## config.mk

```make
export PLATFORM = sky130hd
export DESIGN_NAME = rws_ctrl
export DESIGN_NICKNAME = d
export VERILOG_FILES = /design/src/rtl/rws_pkg.sv /design/src/rtl/rws_ctrl.sv
export SDC_FILE = /design/constraint.sdc
export NUM_CORES = 1
export LEC_CHECK = 0
export BUFFER_PORTS_ARGS = -buffer_cell sky130_fd_sc_hd__buf_2
export CAP_MARGIN = 0
export CORE_AREA = 2 2 39 41
export CTS_CLUSTER_DIAMETER = 120
export DETAILED_ROUTE_END_ITERATION = 10
export DIE_AREA = 0 0 41 43
export SLEW_MARGIN = 15
export SYNTH_ARGS = -nofsm -noshare
export SYNTH_HDL_FRONTEND = slang
export SYNTH_SLANG_ARGS = --single-unit
export TNS_END_PERCENT = 30
```

## constraint.sdc

```tcl
create_clock -name clk -period 2 [get_ports clk]
set_clock_uncertainty 0.1 [all_clocks]
set_input_delay 0.3 -clock clk [delete_from_list [all_inputs] [get_ports clk]]
set_output_delay 0.3 -clock clk [all_outputs]
set_load 0.02 [all_outputs]
```

## src/rtl/rws_pkg.sv

```systemverilog
// Shared types and constants for the roulette wheel selection core.
// Holds field widths, opcode and status codes, controller states and the
// command and status words passed between the controller and the datapath.
package rws_pkg;

  // Fixed field widths of the block's ports and of its internal sums.
  localparam int POP_SIZE_W = 9;
  localparam int FIT_W      = 24;
  localparam int RAND_W     = 32;
  localparam int SUM_W      = 32;
  localparam int INDEX_W    = 8;

  // Defaults for the top-level parameters.
  localparam int DEF_MAX_POP      = 256;
  localparam int DEF_FITNESS_BITS = 24;

  // Reset value of the population size register.
  localparam logic [POP_SIZE_W-1:0] POP_SIZE_RESET = 9'd256;

  // Input word opcodes.
  typedef enum logic {
    OP_LOAD   = 1'b0,
    OP_SELECT = 1'b1
  } opcode_t;

  // Result status codes.
  typedef enum logic [1:0] {
    STAT_OK         = 2'd0,
    STAT_NOT_READY  = 2'd1,
    STAT_ZERO_TOTAL = 2'd2
  } status_t;

  // Controller states.
  typedef enum logic [1:0] {
    ST_IDLE = 2'd0,
    ST_READ = 2'd1,
    ST_CMP  = 2'd2
  } ctrl_state_t;

  // Commands from the controller to the datapath.
  typedef struct packed {
    logic    load;       // append one fitness word
    logic    sel_start;  // register the target and open the search window
    logic    rd_issue;   // read the prefix sum at the window midpoint
    logic    step;       // narrow the window using the read data
    logic    emit;       // drive one result word
    status_t code;       // status of the emitted word
  } dp_cmd_t;

  // Status from the datapath to the controller.
  typedef struct packed {
    logic table_ready;   // table complete and non-empty
    logic total_zero;    // running total is zero
    logic search_done;   // search window has closed
  } dp_stat_t;

endpackage : rws_pkg

```

## src/rtl/rws_ctrl.sv

```systemverilog
// Controller state machine for the roulette wheel selection core.
// Decodes accepted words and sequences the binary search; depends on rws_pkg.
module rws_ctrl (
  input  logic              clk,
  input  logic              rst_n,
  input  logic              start,
  input  logic              in_opcode,
  input  rws_pkg::dp_stat_t stat_i,
  output rws_pkg::dp_cmd_t  cmd_o,
  output logic              busy
);
  import rws_pkg::*;

  ctrl_state_t state_r;
  ctrl_state_t state_nxt;

  // State register.
  always_ff @(posedge clk) begin
    if (!rst_n) begin
      state_r <= ST_IDLE;
    end else begin
      state_r <= state_nxt;
    end
  end

  // Next state and datapath commands.
  always_comb begin
    state_nxt  = state_r;
    cmd_o      = '0;
    cmd_o.code = STAT_OK;
    unique case (state_r)
      ST_IDLE: begin
        if (start) begin
          if (in_opcode == OP_LOAD) begin
            cmd_o.load = 1'b1;
          end else if (!stat_i.table_ready) begin
            cmd_o.emit = 1'b1;
            cmd_o.code = STAT_NOT_READY;
          end else if (stat_i.total_zero) begin
            cmd_o.emit = 1'b1;
            cmd_o.code = STAT_ZERO_TOTAL;
          end else begin
            cmd_o.sel_start = 1'b1;
            state_nxt       = ST_READ;
          end
        end
      end
      ST_READ: begin
        if (stat_i.search_done) begin
          cmd_o.emit = 1'b1;
          cmd_o.code = STAT_OK;
          state_nxt  = ST_IDLE;
        end else begin
          cmd_o.rd_issue = 1'b1;
          state_nxt      = ST_CMP;
        end
      end
      ST_CMP: begin
        cmd_o.step = 1'b1;
        state_nxt  = ST_READ;
      end
      default: begin
        state_nxt = ST_IDLE;
      end
    endcase
  end

  assign busy = (state_r != ST_IDLE);

  // A compare step always follows a read, and the read state always follows it.
  a_cmp_after_read: assert property (@(posedge clk) disable iff (!rst_n)
    state_r == ST_CMP |-> $past(state_r) == ST_READ)
    else $error("compare step without a preceding read");

  // Loads and search steps never overlap.
  a_load_idle_only: assert property (@(posedge clk) disable iff (!rst_n)
    cmd_o.load |-> !(cmd_o.step || cmd_o.rd_issue || cmd_o.emit))
    else $error("load issued during a search");

  // A search starts only on a ready table with a nonzero total.
  a_sel_ready: assert property (@(posedge clk) disable iff (!rst_n)
    cmd_o.sel_start |-> stat_i.table_ready && !stat_i.total_zero)
    else $error("search started on a table that cannot be selected");

endmodule : rws_ctrl

```

Word-level counts from Yosys, hierarchy flattened

Index checks and enable logic that the tools add are counted.

Equal/unequal tests: 6
Multiplexer cells: 21
Reduce and logical (&&, ||, !) cells: 3

Operator list:

| cell                                           | number |
|---|---|
| 2-to-1 mux 3 bit                               | 5 |
| 2-to-1 mux 2 bit                               | 7 |
| != test 2 bit (second input constant)          | 4 |
| 2-to-1 mux 1 bit                               | 7 |
| case mux 2 bit (3 select lines)                | 1 |
| case mux 3 bit (2 select lines)                | 1 |
| AND reduction 4 bit                            | 1 |
| == test 2 x 1 -> 1 bit (second input constant) | 1 |
| == test 2 bit (second input constant)          | 1 |
| logical NOT 2 bit                              | 1 |
| nonzero test 2 bit                             | 1 |

Register bits after elaboration: 2
Bits of input ports: 7
Output and inout port bits: 8
Word-level logic and storage cells: 31

Longest topological paths before layout

Word-level depth: 5
Mapped depth: 2
Gate-level depth less buffers: 2

Worst setup path before layout

OpenSTA, ideal clock, no wires.

Kind: flip-flop to output port
From: reg state_r[1]
To: out cmd_o[6] (netlist bit)
Arrival: 0.966 ns
Data required time: 1.600 ns
Slack: 0.634 ns
Cell stages (with the launch flop): 3
Path buffers: 0
Cell sequence: dfxtp_1 -> or2_4 -> nor3b_2

RTL lines:

| what                   | line           | source |
|---|---|---|
| start, declared        | rws_ctrl.sv:14 | `ctrl_state_t state_r;` |
| start signal, assigned | rws_ctrl.sv:22 | `state_r <= state_nxt;` |
| end, declared          | rws_ctrl.sv:9  | `output rws_pkg::dp_cmd_t cmd_o,` |

==> flow_summary.toml <==
[placed_design]
dpl_cell_area_sq_um = 245
place_congestion = 0.662
placed_cells = 49
pre_cts_slack_ps = 659
dpl.hpwl_um = 358
port_buffers = 14

[cells_and_area]
fillCellCount = 159
layoutNonFillerInstCount = 52
top_regs = "state_r (2)"
area_delta_synth_final_pct = 72.6
final_cell_area_sq_um = 268
diodes = 0
drive_gt1_frac = 0.556
post-route-util = 0.193
top_register = "state_r"
fin_nets = 45
largest_reg_flops = 2

[clocking]
cts_resized = 0
path_clk_slew_ps = 30
cts-root-buf = "clkbuf_4"
clk_latency_ps = 220
cts_tree = "yes"
cts_max_level = 1
clk_path_buf_depth = 2
cts_buffers = 3
post_cts_buffers = 0
holdBufCountCts = 0
clock_sinks = 2

[route]
ant_nets = 0
routed.top_layer = "met4"
wl_um = 424
wl_met3_um = 78
drc = 0
wl_per_cell_um = 8.15
drt_iter0_drc = 10
met2WireLength_um = 136
num_vias = 200
vias_per_cell = 3.85
first_pass_iters = 4
wl_met1_um = 199

[timing]
max_freq_ghz = 0.641
setup_ws_ps = 441
relSlewSlack = 0.890
tns_ps = 0
period_minus_slack_ps = 1560
min_period_over_period = 0.780
hold-worst-slack_ps = 197
rsz0062_at_grt = "false"
setup_viol = 0
hold_violations = 0
worstMarginPinSlew_ps = 163
drv_slew = 0

[grt]
overflow = 0
grt_max_degree = 7
grt_usage = 0.0611
grt_pass1_wl_um = 621
grt_antenna_before_repair = 0
grt_pass1_vias = 158

[setup_path]
cp_max_fo = 6
crit_path_start_kind = "register"
cp-end-kind = "output pin"
crit_arrival_ps = 1160
cp-startpoint = "state_r[0]"
r2r_start = "state_r[0]"
setup.worst_path.class = "register to output pin"
critPathRequiredTime_ps = 1600

[die]
die_area_sq_um = 1760
die_w_um = 41
core_area_sq_um = 1380
row_count = 14
io_pins = 15
die_h_um = 43
initial_core_util = 0.112

[logic_synthesis]
ys_seq_elements = 2
synth_cell_types = 14
syn_area_sq_um = 155
synth_warnings = 0
postSynthCellCount = 19
seq_area_frac_synth = 0.258
syn_avg_cell_area_sq_um = 8.17
synth_nets = 26

[power_and_ir_drop]
power_density_nw_per_um2 = 591
p_total_mw = 0.158
p_leak_nw = 0.135
irDropWorstVdd_mv = 0.218

[run_status]
status = "completed"

[min_path]
hold_path.class = "primary input to register"
worstHoldStart = "rst_n"

[flow_run]
max-cap-violations = 0
[per-layer routing]
metal	vias up	track usage
li1	99	-
met1	83	0.0671
met2	16	0.0594
met3	2	0.0471
met4	0	0.0800
met5	-	0
[worst max-delay path: stages, from the launching register on]
cell and delay (ps):
dfxtp_1 330, nand4bb_1 270, o21ai_1 170, buf_2 170
[path summary, 6_finish.rpt]
check / end / slack [ps] / depth (start not counted)
hold reg to reg: state_r[0] / 420 / 2
setup reg to reg: state_r[1] / 1130 / 2
hold / removal: state_r[1] / 200 / 2
setup / recovery: cmd_o[2] / 440 / 3
[cells in the final DEF, fill, tap and decap left out]
master and n:
nor2_1 3, nand3b_1 1, nand4b_1 1, or2_4 1
o21ai_1 1, nor2b_1 2, buf_2 14, nand4bb_1 1
dfxtp_1 2, nor3b_2 2, inv_1 1, nand2_1 1
and2_1 1, clkbuf_4 3, a21oi_1 1, nand2b_1 1
[logic make-up after synthesis]
logic type             count (synthesis)  share of synthesized area
AOI/OAI and AO/OA                      2                     0.0645
buffers and inverters                  1                     0.0242
DFF                                    2                      0.258
and+or+nand+nor                       14                      0.653
[report_power, final]
part | internal [mW] | switching (mW) | total (mW) | leakage, nW
combinational | 0.0131 | 0.0168 | 0.0300 | 0.105
sequential | 0.0408 | 0.000656 | 0.0414 | 0.0162
clock | 0.0660 | 0.0209 | 0.0869 | 0.0138
[synthesized netlist by cell type]
cell | count | area share
nor2_1 | 3 | 0.073
dfxtp_1 | 2 | 0.26
nor2b_1 | 2 | 0.081
nor3b_2 | 2 | 0.16
a21oi_1 | 1 | 0.032
and2_1 | 1 | 0.040
inv_1 | 1 | 0.024
nand2_1 | 1 | 0.024
nand2b_1 | 1 | 0.040
nand3b_1 | 1 | 0.048
nand4b_1 | 1 | 0.056
nand4bb_1 | 1 | 0.073
o21ai_1 | 1 | 0.032
or2_4 | 1 | 0.056
[area by class of cell]
cell class              count  area (sq um)  share of cell area
inverters                   1          3.75              0.0140
multi-input cells          16           111               0.416
clock buffers               3          22.5              0.0841
flip-flops and latches      2          40.0               0.150
repair buffers             14          70.1               0.262
well taps                  16          20.0              0.0748
Power figures use the tool's default switching activity.
